--- config.mk ---
export PLATFORM = sky130hd
export DESIGN_NAME = tdbf_ram
export DESIGN_NICKNAME = d
export VERILOG_FILES = /design/src/sv/tile_density_black_fill_assert.svh /design/src/sv/tdbf_ram.sv
export SDC_FILE = /design/constraint.sdc
export NUM_CORES = 2
export LEC_CHECK = 0
export BUFFER_PORTS_ARGS = -buffer_cell sky130_fd_sc_hd__clkbuf_2
export CELL_PAD_IN_SITES_DETAIL_PLACEMENT = 0
export CELL_PAD_IN_SITES_GLOBAL_PLACEMENT = 1
export CORE_MARGIN = 2
export CORE_UTILIZATION = 56
export CTS_CLUSTER_DIAMETER = 120
export DETAILED_ROUTE_END_ITERATION = 8
export GPL_ROUTABILITY_DRIVEN = 0
export PLACE_DENSITY = 0.88
export SLEW_MARGIN = 25
export SYNTH_ARGS = -nofsm -noshare
export SYNTH_HDL_FRONTEND = slang
export SYNTH_SLANG_ARGS = --single-unit
--- constraint.sdc ---
create_clock -name aclk -period 3.2 [get_ports aclk]
set_input_delay 0.32 -clock aclk [delete_from_list [all_inputs] [get_ports aclk]]
set_output_delay 0.32 -clock aclk [all_outputs]
set_load 0.005 [all_outputs]
--- src/sv/tile_density_black_fill_assert.svh ---
// assertion macros for the tile density black fill block
// expects aclk and aresetn in the scope where the macros are used
`ifndef TILE_DENSITY_BLACK_FILL_ASSERT_SVH
`define TILE_DENSITY_BLACK_FILL_ASSERT_SVH

// same-cycle implication, off during reset
`define TDBF_ASSERT_IMPL(label, ante, cons, msg) \
    label: assert property (@(posedge aclk) disable iff (!aresetn) (ante) |-> (cons)) \
        else $error(msg);

// next-cycle implication, off during reset
`define TDBF_ASSERT_NEXT(label, ante, cons, msg) \
    label: assert property (@(posedge aclk) disable iff (!aresetn) (ante) |=> (cons)) \
        else $error(msg);

`endif

--- src/sv/tdbf_ram.sv ---
// generic single-clock ram, one write port and one read port with registered read
// no dependencies
module tdbf_ram #(
    parameter int WIDTH = 8,
    parameter int DEPTH = 256,
    localparam int AW = $clog2(DEPTH)
) (
    input  logic             aclk,
    input  logic             we,
    input  logic [AW-1:0]    waddr,
    input  logic [WIDTH-1:0] wdata,
    input  logic             re,
    input  logic [AW-1:0]    raddr,
    output logic [WIDTH-1:0] rdata
);

    logic [WIDTH-1:0] mem [DEPTH];

    always_ff @(posedge aclk) begin
        if (we) begin
            mem[waddr] <= wdata;
        end
        if (re) begin
            rdata <= mem[raddr];
        end
    end

endmodule

Word level (Yosys, flattened, before mapping)
Memories as Yosys holds them, arrays and structs flattened. A register that Yosys moved wholly into a read port is not among the register bits.
Cells that the tools add are included.
- muxes and demuxes: 2
- operators by type and width (kind ; number):
    $mux 1 ; 2
- bits in registers: 0
- RAM bits: 2048
- bits of input ports: 27
- output and inout port bits: 8
- word-level logic and storage cells: 3
- memories kept: 1
- memories (memory ; words ; width ; read ports ; clocked after Yosys merged registers in ; write ports ; line ; RTL):
    mem ; 256 ; 8 ; 1 ; 1 ; 1 ; tdbf_ram.sv:17 ; logic [WIDTH-1:0] mem [DEPTH];

Longest topological paths before layout
- depth after elaboration: 2
- gate-level depth with buffers: 11

Worst setup path after synthesis
Ideal clock, no wire load.
- path kind: in2reg
- start: in raddr[0]
- end: reg rdata[2], read port of mem, data pin
- arrival: 2.127 ns
- data required time: 2.931 ns
- slack: 0.804 ns
- stages on the path: 9
- buffers on the path: 4
- cell sequence: buf_6 -> buf_12 -> buf_8 -> buf_2 -> mux4_2 -> a22oi_1 -> a21oi_1 -> nor4_1 -> nor4_2
- RTL lines (item ; line ; RTL):
    start: declaration ; tdbf_ram.sv:13 ; input logic [AW-1:0] raddr,
    end: declaration ; tdbf_ram.sv:14 ; output logic [WIDTH-1:0] rdata

==> metrics.cfg <==
[clocking]
cts_hold_buf = 1
clk_pin_slew_worst_paths_ns = 0.06
h-tree-depth = 4
post_cts_resized = 0
postCtsSetupRepairBufs = 0
clkLatencyLatePin_ns = 0.83
root_buffer = clkbuf_16
numCtsBuffers = 194
clock-sinks = 2056
cts_buffer_depth = 3
cts_tree = yes

[placed_design]
port_buffers = 34
post-place-ws_ns = -0.2428
place_hpwl_um = 124100

[sta]
hold_viol = 0
worstMarginPinSlew_ns = 1.060
setup_viol = 0
skew_ns = 0.08498
slew_headroom_pct = 28.68
fin_ws_ns = 0.2191
max_freq_mhz = 335.5
finalCriticalPeriod_ns = 2.981
rsz0062_at_grt = no
period_share_pct = 93.15
slew_violations = 0

[worst_setup_path]
crit_fanout = 1
start_kind = flip-flop
end_kind = flip-flop
critPathArrivalTime_ns = 3.51
critPathRequiredTime_ns = 3.73
worst-setup-path-type = flip-flop to flip-flop

[logic_synthesis]
synth-async-reset-ratio_pct = 0
synth_top_area_share_pct = 77.53
netlist_instances = 3733
synthMuxAreaShare_pct = 14.60
synth.avg_cell_area_um2 = 21.33
synth.largest_area_cell = edfxtp_1
synth_seq_area_share_pct = 77.53
synth_xor_area_share_pct = 0
yosys_warnings = 0
synthMostInstantiatedCell = edfxtp_1
ys_ff_latch = 2056
synth_area_um2 = 79640
synth_area_leaders = edfxtp_1 78%, mux4_2 13%, mux2i_1 1.7%
synth.top_cells.by_count = 2056 x edfxtp_1, 454 x mux4_2, 282 x nor2_1
synth_top_family_by_area = multiplexers
synth-simple-area-share_pct = 2.625
synth_nets = 3760
synth-edff-count = 2056
ys.flop_type = edfxtp_1
synthDistinctLibCells = 54
synth-compound-area-share_pct = 3.416
synth-adder-area-share_pct = 0

[final_layout]
nets = 4221
layout-drive-gt1-share_pct = 28.71
area_delta_synth_final_pct = 14.58
postLayoutCoreUtil_pct = 64.52

[floorplanning]
die_h_um = 381.1
start_util_pct = 56.31
ios = 35
placementRows = 138
dieArea_um2 = 145200
fp.dieW_um = 381.1
core_um2 = 141400

[routing]
routed_wl_um = 202200
dr.pass1.iters = 6
wl_per_cell_um = 32.36
vias_per_cell = 6.721
vias = 41990
drt_first_iter_violations = 6898
ant_nets = 0
drcViolationCount = 0

[power_and_ir_drop]
cellPowerDensity_nw_per_um2 = 607.4
ir_drop_v = 0.0005582
p_leak_nw = 29.10

[outcome]
status = completed

[grt]
grt_pass1_wl_um = 294000
gr-total-overflow = 0
antenna_found_initial = 12
track_usage_pct = 28.08
grt_max_degree = 104
grt_pass1_vias = 42030

[worst_hold_path]
hp-class = input port to flip-flop

[flow_run]
maxCapViolCount = 0

## state kept, by name, summed over array words and instances, names as in the netlist
signal	count
rdata	8
mem	2048
## per-layer routing
| metal | wire, µm | up-vias | GRT usage, % |
|---|---|---|---|
| met5 | 325 | - | 0.9921 |
| met2 | 96190 | 3154 | 43.52 |
| met4 | 9155 | 18 | 11.99 |
| met3 | 25480 | 547 | 7.691 |
| li1 | - | 16620 | - |
| met1 | 71030 | 21650 | 37.88 |
## critical path: stages, from the launching register on
cell	delay, ns
edfxtp_1	0.36
mux4_2	0.51
a22oi_1	0.45
a21oi_1	0.20
nor4_1	0.90
buf_4	0.24
nor4_1	0.05
## path summary, 6_finish.rpt
| check | startpoint | endpoint | slack [ns] | cells after the start |
|---|---|---|---|---|
| hold reg to reg | mem[32][5] | rdata[5] | 1.13 | 7 |
| hold / removal | wdata[3] | mem[161][3] | 0.06 | 1 |
| setup reg to reg | mem[154][3] | rdata[3] | 0.22 | 6 |
| setup / recovery | mem[154][3] | rdata[3] | 0.22 | 6 |
## where the power goes
part | total [mW] | switching (mW) | internal, mW
combinational | 2.86 | 1.82 | 1.04
sequential | 29.7 | 0.0527 | 29.7
clock | 22.8 | 9.91 | 12.9
total | 55.4 | 11.8 | 43.6
## cell families after synthesis
group                  count (synthesis)
and+or+nand+nor                      466
muxes                                591
buffers and inverters                235
DFF                                 2056
AOI/OAI and AO/OA                    385
## cells in the final DEF, fill, tap and decap left out, types with 7 or more instances in the layout
| cell type | instances |
|---|---|
| clkbuf_2 | 22 |
| nor3_1 | 22 |
| nand2_1 | 33 |
| a221oi_1 | 13 |
| o22ai_1 | 28 |
| o211ai_1 | 10 |
| nor2_1 | 279 |
| inv_6 | 7 |
| buf_12 | 46 |
| nand4_1 | 10 |
| a21oi_1 | 96 |
| clkbuf_16 | 195 |
| a22o_1 | 8 |
| clkbuf_1 | 22 |
| o221ai_1 | 46 |
| buf_4 | 418 |
| a22oi_1 | 133 |
| mux2i_1 | 134 |
| clkinv_1 | 55 |
| clkinv_2 | 36 |
| o21ai_0 | 10 |
| a211oi_1 | 16 |
| bufinv_16 | 21 |
| clkinvlp_4 | 8 |
| nor2b_1 | 28 |
| edfxtp_1 | 2056 |
| clkbuf_8 | 8 |
| mux4_2 | 454 |
| nand3_1 | 34 |
| nand2b_1 | 8 |
| nor4_1 | 22 |
## final cells by class
class	count	area (µm²)
Antenna cell	6	15.01
Clock buffer	217	4962
Clock inverter	136	1349
Fill cell	8727	50170
Inverter	2	7.507
Multi-Input combinational cell	1442	16480
Sequential cell	2056	61740
Tap cell	1890	2365
Timing Repair Buffer	498	4324
## through the flow
| step | hold WS, ns | total power, mW | TNS (ns) | area, µm² | cells |
|---|---|---|---|---|---|
| final | 0.06114 | 55.42 | 0 | 91250 | 6247 |
| after global routing | 0.07042 | 56.66 | 0 | 91230 | 6241 |
| after CTS | 0.04581 | 55.53 | 0 | 91220 | 6241 |
| after detailed placement | 0.8054 | 33.10 | -1.033 | 84900 | 5887 |
| after global placement | 0.8212 | 33.03 | -0.9841 | 84900 | 5887 |
| after floorplan | 0.4189 | 31.73 | 0 | 79640 | 3733 |
(Power assumes the default switching activity.)
