## src/sv/tile_density_black_fill_assert.svh

```systemverilog
// assertion macros for the tile density black fill block
// expects aclk and aresetn in the scope where the macros are used
`ifndef TILE_DENSITY_BLACK_FILL_ASSERT_SVH
`define TILE_DENSITY_BLACK_FILL_ASSERT_SVH

// same-cycle implication, off during reset
`define TDBF_ASSERT_IMPL(label, ante, cons, msg) \
    label: assert property (@(posedge aclk) disable iff (!aresetn) (ante) |-> (cons)) \
        else $error(msg);

// next-cycle implication, off during reset
`define TDBF_ASSERT_NEXT(label, ante, cons, msg) \
    label: assert property (@(posedge aclk) disable iff (!aresetn) (ante) |=> (cons)) \
        else $error(msg);

`endif

```

## src/sv/tdbf_pkg.sv

```systemverilog
// shared types, codes and constants of the tile density black fill block
// no dependencies
package tdbf_pkg;

    localparam int DEF_MAX_ROWS = 256;
    localparam int DEF_MAX_COLS = 256;
    localparam int DEF_MAX_TILE = 16;

    localparam int PIX_W    = 8;
    localparam int COORD_W  = 8;
    localparam int LIM_W    = 9;
    localparam int TSIZE_W  = 5;
    localparam int THR_W    = 9;
    localparam int ORG_W    = 10;
    localparam int TILES_W  = 13;
    localparam int APB_AW   = 4;
    localparam int APB_DW   = 32;

    localparam logic [TILES_W-1:0] TILES_MAX = {TILES_W{1'b1}};

    localparam logic [LIM_W-1:0]   RST_FRAME_ROWS = 9'd256;
    localparam logic [LIM_W-1:0]   RST_FRAME_COLS = 9'd256;
    localparam logic [TSIZE_W-1:0] RST_TILE_SIZE  = 5'd4;
    localparam logic [THR_W-1:0]   RST_FILL_THR   = 9'd1;

    localparam logic [1:0] REG_FRAME_ROWS = 2'd0;
    localparam logic [1:0] REG_FRAME_COLS = 2'd1;
    localparam logic [1:0] REG_TILE_SIZE  = 2'd2;
    localparam logic [1:0] REG_FILL_THR   = 2'd3;

    localparam logic [1:0] CMD_WRITE = 2'd0;
    localparam logic [1:0] CMD_RUN   = 2'd1;
    localparam logic [1:0] CMD_READ  = 2'd2;

    typedef struct packed {
        logic [LIM_W-1:0]   frame_rows;
        logic [LIM_W-1:0]   frame_cols;
        logic [TSIZE_W-1:0] tile_size;
        logic [THR_W-1:0]   fill_threshold;
    } cfg_t;

    typedef enum logic [2:0] {
        ST_IDLE,
        ST_READ,
        ST_TILE,
        ST_COUNT,
        ST_DRAIN,
        ST_DECIDE,
        ST_FILL,
        ST_DONE
    } state_t;

endpackage

```

## src/sv/tdbf_cfg.sv

```systemverilog
// apb register file holding frame size, tile size and fill threshold
// depends on tdbf_pkg
module tdbf_cfg import tdbf_pkg::*; (
    input  logic              aclk,
    input  logic              aresetn,
    input  logic              psel,
    input  logic              penable,
    input  logic              pwrite,
    input  logic [APB_AW-1:0] paddr,
    input  logic [APB_DW-1:0] pwdata,
    output logic [APB_DW-1:0] prdata,
    output cfg_t              cfg
);

    cfg_t       cfg_reg;
    cfg_t       cfg_next;
    logic [1:0] reg_idx;

    assign reg_idx = paddr[3:2];

    always_comb begin
        cfg_next = cfg_reg;
        if (psel && penable && pwrite) begin
            unique case (reg_idx)
                REG_FRAME_ROWS: cfg_next.frame_rows     = pwdata[LIM_W-1:0];
                REG_FRAME_COLS: cfg_next.frame_cols     = pwdata[LIM_W-1:0];
                REG_TILE_SIZE:  cfg_next.tile_size      = pwdata[TSIZE_W-1:0];
                REG_FILL_THR:   cfg_next.fill_threshold = pwdata[THR_W-1:0];
            endcase
        end
    end

    always_ff @(posedge aclk) begin
        if (!aresetn) begin
            cfg_reg.frame_rows     <= RST_FRAME_ROWS;
            cfg_reg.frame_cols     <= RST_FRAME_COLS;
            cfg_reg.tile_size      <= RST_TILE_SIZE;
            cfg_reg.fill_threshold <= RST_FILL_THR;
        end else begin
            cfg_reg <= cfg_next;
        end
    end

    always_comb begin
        unique case (reg_idx)
            REG_FRAME_ROWS: prdata = APB_DW'(cfg_reg.frame_rows);
            REG_FRAME_COLS: prdata = APB_DW'(cfg_reg.frame_cols);
            REG_TILE_SIZE:  prdata = APB_DW'(cfg_reg.tile_size);
            REG_FILL_THR:   prdata = APB_DW'(cfg_reg.fill_threshold);
        endcase
    end

    assign cfg = cfg_reg;

endmodule

```

## config.mk

```make
export PLATFORM = sky130hd
export DESIGN_NAME = tdbf_cfg
export DESIGN_NICKNAME = d
export VERILOG_FILES = /design/src/sv/tile_density_black_fill_assert.svh /design/src/sv/tdbf_pkg.sv /design/src/sv/tdbf_cfg.sv
export SDC_FILE = /design/constraint.sdc
export NUM_CORES = 1
export LEC_CHECK = 0
export BUFFER_PORTS_ARGS = -buffer_cell sky130_fd_sc_hd__buf_2
export CAP_MARGIN = 20
export CORE_UTILIZATION = 32
export CTS_BUF_LIST = sky130_fd_sc_hd__clkbuf_16
export DETAILED_ROUTE_END_ITERATION = 6
export GPL_TIMING_DRIVEN = 0
export HOLD_SLACK_MARGIN = 0.08
export PLACE_DENSITY = 0.66
export SLEW_MARGIN = 20
export SYNTH_ARGS = -nofsm -noshare
export SYNTH_HDL_FRONTEND = slang
export SYNTH_SLANG_ARGS = --single-unit
export TNS_END_PERCENT = 1
```

## constraint.sdc

```tcl
create_clock -name aclk -period 1.8 [get_ports aclk]
set_clock_uncertainty 0.15 [all_clocks]
set_input_delay 0.36 -clock aclk [delete_from_list [all_inputs] [get_ports aclk]]
set_output_delay 0.36 -clock aclk [all_outputs]
set_load 0.01 [all_outputs]
```

Word-level counts from Yosys, hierarchy flattened. Index checks and enable logic that the tools add are counted.

Mux-type cells: 1. Reduce and logical (&&, ||, !) cells: 7. Equality and inequality tests: 3.

Operators by type and width (number): 32-bit one-hot mux with 4 select lines (1); 2-bit AND reduction (4); 2-bit equality test (second input constant) (2); 2-bit by 1-bit equality test with 1-bit output (second input constant) (1); 1-bit logical AND (2); 2-bit logical NOT (1).

Word-level logic and storage cells: 15. Flip-flop bits (word level): 32.

Depth between registers and ports, before layout. Gate-level depths: netlist of the first run.

Word-level depth: 3. Gate-level depth with buffers: 4. Gate-level depth less buffers: 3.

Worst setup path after synthesis of the first run. No wires, ideal clock.

Kind: input-to-output. Start: input port paddr[3]. End: output port prdata[2]. Path buffers: 2. Slack: 58 ps. Data arrival time: 1232 ps. Cell stages on the path: 3. Cell sequence: buf_4 buf_2 mux4_2.

Word-level cells in the longest chain between the ends: 2. Elaborated cells on any way between the ends: 5. Classes of those cells: 3 x eq/ne; 1 x mux; 1 x reduce/logical.

RTL lines: start, declared (RTL line tdbf_cfg.sv:9) `input logic [APB_AW-1:0] paddr,`; 2-bit equality test, or another cell as far along (RTL line tdbf_cfg.sv:45) `unique case (reg_idx)`; 32-bit one-hot mux with 4 select lines (*) (RTL line tdbf_cfg.sv:45); end, declared (RTL line tdbf_cfg.sv:11) `output logic [APB_DW-1:0] prdata,`.

Every way passes the cells marked *; elsewhere a longest branch is shown, timed or not. The select of a mux whose other input is x is not followed.

Worst setup path in the final report of the first run.
Start: register cfg_reg (netlist bit cfg[2]). End: output port prdata[2].

Word-level cells in the longest chain between the ends: 1.

RTL lines: start, declared (RTL line tdbf_cfg.sv:15) `cfg_t cfg_reg;`; start signal, assigned (RTL line tdbf_cfg.sv:40) `cfg_reg <= cfg_next;`; 32-bit one-hot mux with 4 select lines (RTL line tdbf_cfg.sv:45).

Every way passes these cells. The select of a mux whose other input is x is not followed.

==> flow_metrics.py, run 1 <==
metrics = {
    "final_layout": {
        "drive_gt1_share_pct": 38.31,
        "nets": 289,
        "diodes": 0,
        "area_growth_pct": 35.50,
        "fin_util_pct": 45.70,
        "fin_cells": 315,
        "largest_register_ffs": 32,
    },
    "power": {
        "ir_drop_v": 0.0005195,
        "power.density_nw_per_um2": 769.5,
        "leakage_nw": 1.082,
    },
    "routing": {
        "first_pass_iters": 4,
        "vias_per_cell": 4.241,
        "remaining_drc_errors": 0,
        "wl_per_cell_um": 12.35,
        "drt_iter0_drc": 44,
        "antenna_left": 0,
        "route.vias.total": 1336,
        "totalWireLength_um": 3891,
    },
    "clock_network": {
        "cts_buffers": 5,
        "clkTransAtPathRegs_ps": 50,
        "cts_buffer_depth": 2,
        "numClockSinks": 32,
        "htreeDepth": 2,
        "cts_tree": "done",
        "clockRootBuffer": "clkbuf_16",
        "hold_buffers": 0,
        "clk_latency_ps": 270,
    },
    "sta": {
        "finalHoldViolCount": 0,
        "max-slew-margin-rel_pct": 57.10,
        "rsz0062_at_grt": "false",
        "clock.fmax_ghz": 0.5826,
        "final_max_slew_viol_count": 0,
        "period_share_pct": 95.36,
        "fin_tns_setup_ps": 0,
        "setup_viol_count_final": 0,
        "min_period_ps": 1716,
        "worst_pin_slew_ps": 642.8,
        "hold_slack_ps": 211.8,
    },
    "logic_synthesis": {
        "synth_cell_types": 19,
        "postSynthCellCount": 166,
        "syn_area_per_cell_sq_um": 9.723,
        "synth_seq_cells": 32,
        "syn-cell-area_sq_um": 1614,
        "yosysWarningCount": 0,
        "ys_seq_area_share_pct": 39.69,
    },
    "placement": {
        "io_buffers": 53,
        "gp_congestion": 0.6907,
        "dp.final_hpwl_um": 2898,
        "dp_cells": 308,
    },
    "die": {
        "core_sq_um": 4786,
        "die_w_um": 73.02,
        "initial_core_util_pct": 33.73,
        "rows": 25,
        "pin_count": 105,
        "dieArea_sq_um": 5332,
        "die_height_um": 73.02,
    },
    "run_status": {
        "status": "completed",
    },
    "setup_path": {
        "worstPathArrival_ps": 1210,
        "critPathRequiredTime_ps": 1290,
        "r2r_cells": 2,
        "cp-end-kind": "primary output",
        "r2r_slack_ps": 990,
        "start_kind": "register",
        "worstSetupEndpoint": "prdata[2]",
        "timing.critical_path.from": "cfg[2]",
        "cp_max_fo": 3,
        "rr_endpoint": "cfg[0]",
        "r2r-start": "cfg[0]",
        "path_class": "reg -> out",
    },
    "grt": {
        "antenna_found_initial": 0,
        "grt_first_pass_wirelength_um": 6216,
        "grt_pass1_vias": 1307,
        "grt_max_degree": 18,
        "gr-total-overflow": 0,
        "track_usage_pct": 15.72,
    },
    "run": {
        "max-cap-violations": 0,
    },
    "min_path": {
        "hold_path_class": "in -> reg",
    },
}
routing by layer:
metal | wire length, um | GRT usage, % | vias up | share of wire [%]
met5 | 0 | 0 | - | 0
met4 | 58 | 5.882 | 0 | 1.5
met3 | 252 | 4.282 | 7 | 6.5
met2 | 1831 | 26.65 | 56 | 47
met1 | 1749 | 18.92 | 594 | 45
li1 | - | - | 679 | -
cell usage after synthesis:
library cell,instances,area share [%]
nand3_2,1,0.62
nor3_1,1,0.31
nand2_1,38,8.8
nor2b_1,5,1.9
buf_6,1,0.70
conb_1,1,0.23
nor2_2,1,0.39
mux2i_1,35,22
inv_1,1,0.23
buf_2,3,0.93
o311ai_0,1,0.54
dfxtp_1,32,40
o21ai_0,5,1.6
nor3b_2,1,0.78
nand3_1,4,1.2
buf_4,25,12
clkbuf_1,5,1.2
mux4_2,5,7.0
or3b_1,1,0.54
through the flow:
step,instance area [sq um],worst slack [ps],power (mW)
detailed placement,2046,-203.0,0.9298
global route,2187,51.90,1.755
CTS,2202,32.68,1.707
floorplan,1697,57.57,0.8763
finish,2187,83.57,1.683
global placement,2046,-193.2,0.9279
power breakdown:
part | internal (mW) | leakage [nW] | switching (mW)
Sequential | 0.719 | 0.258 | 0.00652
Combinational | 0.0874 | 0.759 | 0.104
Clock | 0.493 | 0.0648 | 0.273
cell families (layout without fill, tap and decap cells):
family                 count (synthesis)  in the layout  synth area share [%]
AOI/OAI and AO/OA                      6              6                 2.093
buffers and inverters                 35             95                 14.65
DFF                                   32             32                 39.69
muxes                                 40             40                 28.68
other                                  1             23                0.2323
and+or+nand+nor                       52             52                 14.65
critical path, stage by stage, from the launching register on:
cell and delay (ps):
dfxtp_1 320, mux4_2 470, buf_2 150
worst min path at each step:
stage	from	end	cells after the start
after global routing	pwdata[8]	cfg[8]	3
after CTS	pwdata[8]	cfg[8]	3
after detailed placement	cfg[30]	cfg[30]	2
final	pwdata[8]	cfg[8]	3
after floorplan	cfg[1]	cfg[1]	2
after global placement	cfg[27]	cfg[27]	2
final cells by class:
class | count | area, sq um
buffer | 32 | 226.5
inverter | 1 | 3.754
timing repair buffer | 55 | 280.3
sequential | 32 | 640.6
multi-input combinational | 121 | 819.5
clock buffer | 5 | 125.1
fill | 492 | 2599
tap | 67 | 83.83
clock inverter | 2 | 7.507
placed cells by master (no fill, tap or decap):
| cell | Yosys | routed |
|---|---|---|
| buf_2 | 3 | 54 |
| buf_4 | 25 | 26 |
| buf_6 | 1 | 2 |
| clkbuf_1 | 5 | 5 |
| clkbuf_16 | 0 | 5 |
| clkinv_1 | 0 | 2 |
| conb_1 | 1 | 23 |
| dfxtp_1 | 32 | 32 |
| inv_1 | 1 | 1 |
| mux2i_1 | 35 | 35 |
| mux4_2 | 5 | 5 |
| nand2_1 | 38 | 38 |
| nand3_1 | 4 | 4 |
| nand3_2 | 1 | 1 |
| nor2_2 | 1 | 1 |
| nor2b_1 | 5 | 5 |
| nor3_1 | 1 | 1 |
| nor3b_2 | 1 | 1 |
| o21ai_0 | 5 | 5 |
| o311ai_0 | 1 | 1 |
| or3b_1 | 1 | 1 |
repair_timing:
action,4_1_cts,5_1_grt
hold endpoints to repair,0,0
resized for setup,4,0
setup buffers,2,0
setup endpoints to repair,5,1
Power figures use the tool's default switching activity.
==> run 2: changes to the inputs <==
==> constraint.sdc (replaced) <==
create_clock -name aclk -period 1.8 [get_ports aclk]
set_clock_uncertainty 0.15 [all_clocks]
set_input_delay 0 -clock aclk [delete_from_list [all_inputs] [get_ports aclk]]
set_output_delay 0 -clock aclk [all_outputs]
set_load 0.01 [all_outputs]
==> run 2 against run 1 <==
Against the previous run: worst hold slack worse by 110 ps; register-to-register slack about the same; critical path type is now in -> reg; sequential share of layout area down 1.8 points; via count up 4.2%.
==> flow_metrics.py, run 2 (synthesis results as in run 1) <==
metrics = {
    "routing": {
        "remaining_drc_errors": 0,
        "wl_per_cell_um": 12.31,
        "drt_iter0_drc": 48,
        "route.vias.total": 1392,
        "first_pass_iters": 4,
        "totalWireLength_um": 4063,
        "antenna_left": 0,
        "vias_per_cell": 4.218,
    },
    "clock_network": {
        "cts_buffer_depth": 2,
        "clockRootBuffer": "clkbuf_16",
        "cts_tree": "done",
        "htreeDepth": 2,
        "cts_resized": 0,
        "clk_latency_ps": 270,
        "clkTransAtPathRegs_ps": 50,
        "numClockSinks": 32,
        "cts_buffers": 5,
    },
    "sta": {
        "fin_tns_setup_ps": 0,
        "clock.fmax_ghz": 0.6051,
        "min_period_ps": 1653,
        "max-slew-margin-rel_pct": 57.25,
        "setup_viol_count_final": 0,
        "final_max_slew_viol_count": 0,
        "finalHoldViolCount": 0,
        "worst_pin_slew_ps": 640.6,
        "rsz0062_at_grt": "false",
        "period_share_pct": 91.81,
        "hold_slack_ps": 104.1,
    },
    "final_layout": {
        "diodes": 0,
        "design_area_sq_um": 2328,
        "area_growth_pct": 44.26,
        "largest_register_ffs": 32,
        "drive_gt1_share_pct": 36.12,
        "nets": 304,
        "final_common_cell": "buf_2",
        "fin_util_pct": 48.65,
        "mostFrequentLayoutCells": "56 x buf_2, 38 x nand2_1, 35 x mux2i_1",
    },
    "min_path": {
        "hold_path_class": "in -> reg",
    },
    "setup_path": {
        "cpPeakStageDelay_ps": 600,
        "critical-path-top-delay-family": "buffers and inverters",
        "cp_max_fo": 5,
        "cp-end-kind": "register",
        "crit_buf_inv": 3,
        "crit_slowest_cell": "dlygate4sd3_1",
        "worstPathCellList": "dlygate4sd3_1 -> buf_2 -> nand3_2 -> dlygate4sd3_1 -> o21ai_0 -> o311ai_0",
        "path_class": "in -> reg",
        "critPathRequiredTime_ps": 1760,
        "worstPathArrival_ps": 1610,
        "crit_top_cell": "dlygate4sd3_1",
        "start_kind": "input port",
    },
    "grt": {
        "antenna_found_initial": 0,
        "grt_max_degree": 11,
        "grt.busiest_layer": "met2",
        "grt_pass1_vias": 1350,
        "grtUsageMet1_pct": 19.40,
        "track_usage_pct": 16.24,
        "gr-total-overflow": 0,
        "grtUsageMet2_pct": 27.88,
        "use_met3_pct": 4.282,
        "grt_first_pass_wirelength_um": 6403,
    },
    "placement": {
        "dpl-instance-area_sq_um": 2046,
        "io_buffers": 53,
        "dp.final_hpwl_um": 2898,
        "gp_congestion": 0.6907,
    },
    "die": {
        "rows": 25,
        "dieArea_sq_um": 5332,
        "initial_core_util_pct": 33.73,
        "pin_count": 105,
        "die_height_um": 73.02,
        "core_sq_um": 4786,
        "die_w_um": 73.02,
    },
    "power": {
        "power.density_nw_per_um2": 734.2,
        "p_total_mw": 1.710,
        "leakage_nw": 1.141,
        "ir_drop_v": 0.0005270,
    },
    "run": {
        "max-cap-violations": 0,
    },
    "run_status": {
        "status": "completed",
    },
}
## run 2: path summary, 6_finish.rpt
| kind | cells after the start | end | slack [ps] | from |
|---|---|---|---|---|
| worst max-delay path | 6 | cfg[0] | 150 | penable |
| worst min-delay path | 4 | cfg[10] | 100 | pwrite |
| worst max register to register | 2 | cfg[0] | 980 | cfg[0] |
| worst min register to register | 2 | cfg[26] | 320 | cfg[26] |
## run 2: metrics by stage
step | setup slack, ps | std cells
2_1_floorplan | 765.0 | 188
5_1_grt | 22.70 | 330
4_1_cts | 139.5 | 330
3_5_place_dp | 490.8 | 308
6_report | 147.4 | 330
3_3_place_gp | 526.8 | 308
## run 2: tightest hold or removal path: stages
cell and delay [ps]:
buf_2 110, nand3_2 120, nor3b_2 120, mux2i_1 130
## run 2: metal layers
metal  vias to the layer above  wire, um
met2                        55      1918
met4                         0        59
met3                         7       258
met1                       622      1827
li1                        708         -
met5                         -         0
## run 2: report_power, final
group          internal, mW  total (mW)  switching, mW  leakage, nW
Combinational         0.106       0.215          0.109        0.818
Clock                 0.493       0.769          0.276       0.0648
Sequential            0.719       0.726        0.00655        0.258
Total                  1.32        1.71          0.391         1.14
## run 2: layout make-up
cell class,count,area [sq um]
inverter,1,3.754
tap,67,83.83
sequential,32,640.6
buffer,34,232.7
multi-input combinational,121,819.5
clock buffer,5,125.1
fill,478,2457
timing repair buffer,68,415.4
clock inverter,2,7.507
## run 2: repair_timing
item,in CTS,in global routing
hold buffers,15,0
endpoints found under the setup margin,0,0
setup buffers,0,0
endpoints found under the hold margin,32,0
==> run 3: changes to the inputs <==
Settings changed: PLACE_DENSITY 0.66 to unset.
==> run 3 against run 2 <==
Against the previous run: die area unchanged; clock power about the same; worst setup slack gained 24 ps; register-to-register slack about the same; cell count stayed put; wire length is 1.5% lower; global-route usage decreased by 0.82 points.
==> flow_metrics.py, run 3 (synthesis results as in run 1) <==
metrics = {
    "power": {
        "switching_share_pct": 22.73,
        "combPwrFrac_pct": 12.4,
        "power.density_nw_per_um2": 735.4,
        "ir_drop_v": 0.0004818,
        "switching_power_mw": 0.3882,
        "p_clk_share_pct": 45.1,
        "seqPwrFrac_pct": 42.5,
        "internal_power_mw": 1.320,
        "leakage_nw": 1.145,
    },
    "clock_network": {
        "cts_buffer_depth": 2,
        "cts_setup_buffers": 0,
        "htreeDepth": 2,
        "clk_latency_ps": 270,
        "cts_buffers": 5,
        "hold_buffers": 14,
        "clkTransAtPathRegs_ps": 50,
        "cts_resized": 0,
        "numClockSinks": 32,
        "clockRootBuffer": "clkbuf_16",
        "cts_tree": "done",
    },
    "final_layout": {
        "fin_cells": 330,
        "drive_gt1_share_pct": 36.12,
        "diodes": 0,
        "largest_register_ffs": 32,
        "nets": 303,
        "mostFrequentLayoutCells": "56 x buf_2, 38 x nand2_1, 35 x mux2i_1",
        "area_growth_pct": 43.88,
        "final_common_cell": "buf_2",
        "fill_cells": 497,
        "regArea_sq_um": 640.6,
        "multi_input_area_sq_um": 819.5,
    },
    "die": {
        "rows": 25,
        "die_height_um": 73.02,
        "core_sq_um": 4786,
        "initial_core_util_pct": 33.73,
        "dieArea_sq_um": 5332,
        "die_w_um": 73.02,
        "pin_count": 105,
    },
    "routing": {
        "remaining_drc_errors": 0,
        "totalWireLength_um": 4003,
        "antenna_left": 0,
        "route.vias.total": 1377,
        "first_pass_iters": 4,
        "vias_per_cell": 4.173,
        "drt_iter0_drc": 70,
        "wl_per_cell_um": 12.13,
    },
    "sta": {
        "clock.fmax_ghz": 0.6142,
        "min_period_ps": 1628,
        "finalHoldViolCount": 0,
        "period_share_pct": 90.46,
        "worst_pin_slew_ps": 609.2,
        "final_max_slew_viol_count": 0,
        "rsz0062_at_grt": "false",
        "fin_tns_setup_ps": 0,
        "max-slew-margin-rel_pct": 59.34,
        "setup_viol_count_final": 0,
    },
    "grt": {
        "track_usage_pct": 15.42,
        "grt_max_degree": 11,
        "antenna_found_initial": 0,
        "gr-total-overflow": 0,
        "grt_pass1_vias": 1242,
        "grt_first_pass_wirelength_um": 6113,
    },
    "setup_path": {
        "worstPathCellList": "dlygate4sd3_1 -> buf_2 -> nand3_2 -> dlygate4sd3_1 -> o21ai_0 -> o311ai_0",
        "crit_top_cell": "dlygate4sd3_1",
        "path_class": "in -> reg",
        "worstPathArrival_ps": 1590,
        "start_kind": "input port",
        "critPathRequiredTime_ps": 1760,
        "cp-end-kind": "register",
        "crit_buf_inv": 3,
        "cpPeakStageDelay_ps": 590,
        "r2r_slack_ps": 980,
        "cp_max_fo": 5,
        "crit_slowest_cell": "dlygate4sd3_1",
        "critical-path-top-delay-family": "buffers and inverters",
    },
    "placement": {
        "io_buffers": 53,
        "gp_congestion": 0.6964,
        "dp.final_hpwl_um": 2814,
        "dp_cells": 308,
    },
    "run_status": {
        "status": "completed",
    },
    "min_path": {
        "hold_path_class": "in -> reg",
    },
    "run": {
        "max-cap-violations": 0,
    },
}
-- run 3: worst min-delay path, delay by kind of cell --
kind          cells  cell delay (ps)
mux               1              130
buf+inv           1              100
simple gates      2              220
-- run 3: area by class of cell --
type	count	share of cell area, %
multi-input cells	121	35.29
flip-flops and latches	32	27.59
repair buffers	67	17.46
plain buffers	34	10.02
clock buffers	5	5.388
well taps	67	3.610
clock inverters	3	0.4849
inverters	1	0.1616
-- run 3: stage by stage --
| step | setup slack [ps] | total power [mW] | instance area [sq um] | util, % | hold WS [ps] |
|---|---|---|---|---|---|
| 3_5_place_dp | 525.4 | 0.9284 | 2046 | 42.75 | 126.6 |
| 2_1_floorplan | 765.0 | 0.8763 | 1697 | - | -7.875 |
| 6_report | 171.8 | 1.708 | 2322 | 48.52 | 96.50 |
| 3_3_place_gp | 558.3 | 0.9266 | 2046 | 42.75 | 115.2 |
| 4_1_cts | 164.5 | 1.727 | 2322 | 48.52 | 90.64 |
| 5_1_grt | 100.1 | 1.786 | 2322 | 48.52 | 104.6 |
-- run 3: per-layer routing --
metal  share of wire (%)  GRT usage [%]
met2                  48          24.49
met1                  45          20.75
met3                 6.5          3.591
met4                0.47          4.575
met5                   0              0
-- run 3: worst paths after layout --
| check | from | end | cells past startpoint |
|---|---|---|---|
| max | penable | cfg[0] | 6 |
| min | pwrite | cfg[11] | 4 |
| max reg2reg | cfg[0] | cfg[0] | 2 |
| min reg2reg | cfg[2] | cfg[2] | 2 |
-- run 3: power groups by stage --
stage | Combinational, mW | Clock (mW) | Sequential, mW
after global placement | 0.186 | 0 | 0.740
after detailed placement | 0.188 | 0 | 0.740
final | 0.212 | 0.770 | 0.726
after floorplan | 0.133 | 0 | 0.744
after CTS | 0.212 | 0.789 | 0.726
after global routing | 0.233 | 0.826 | 0.726
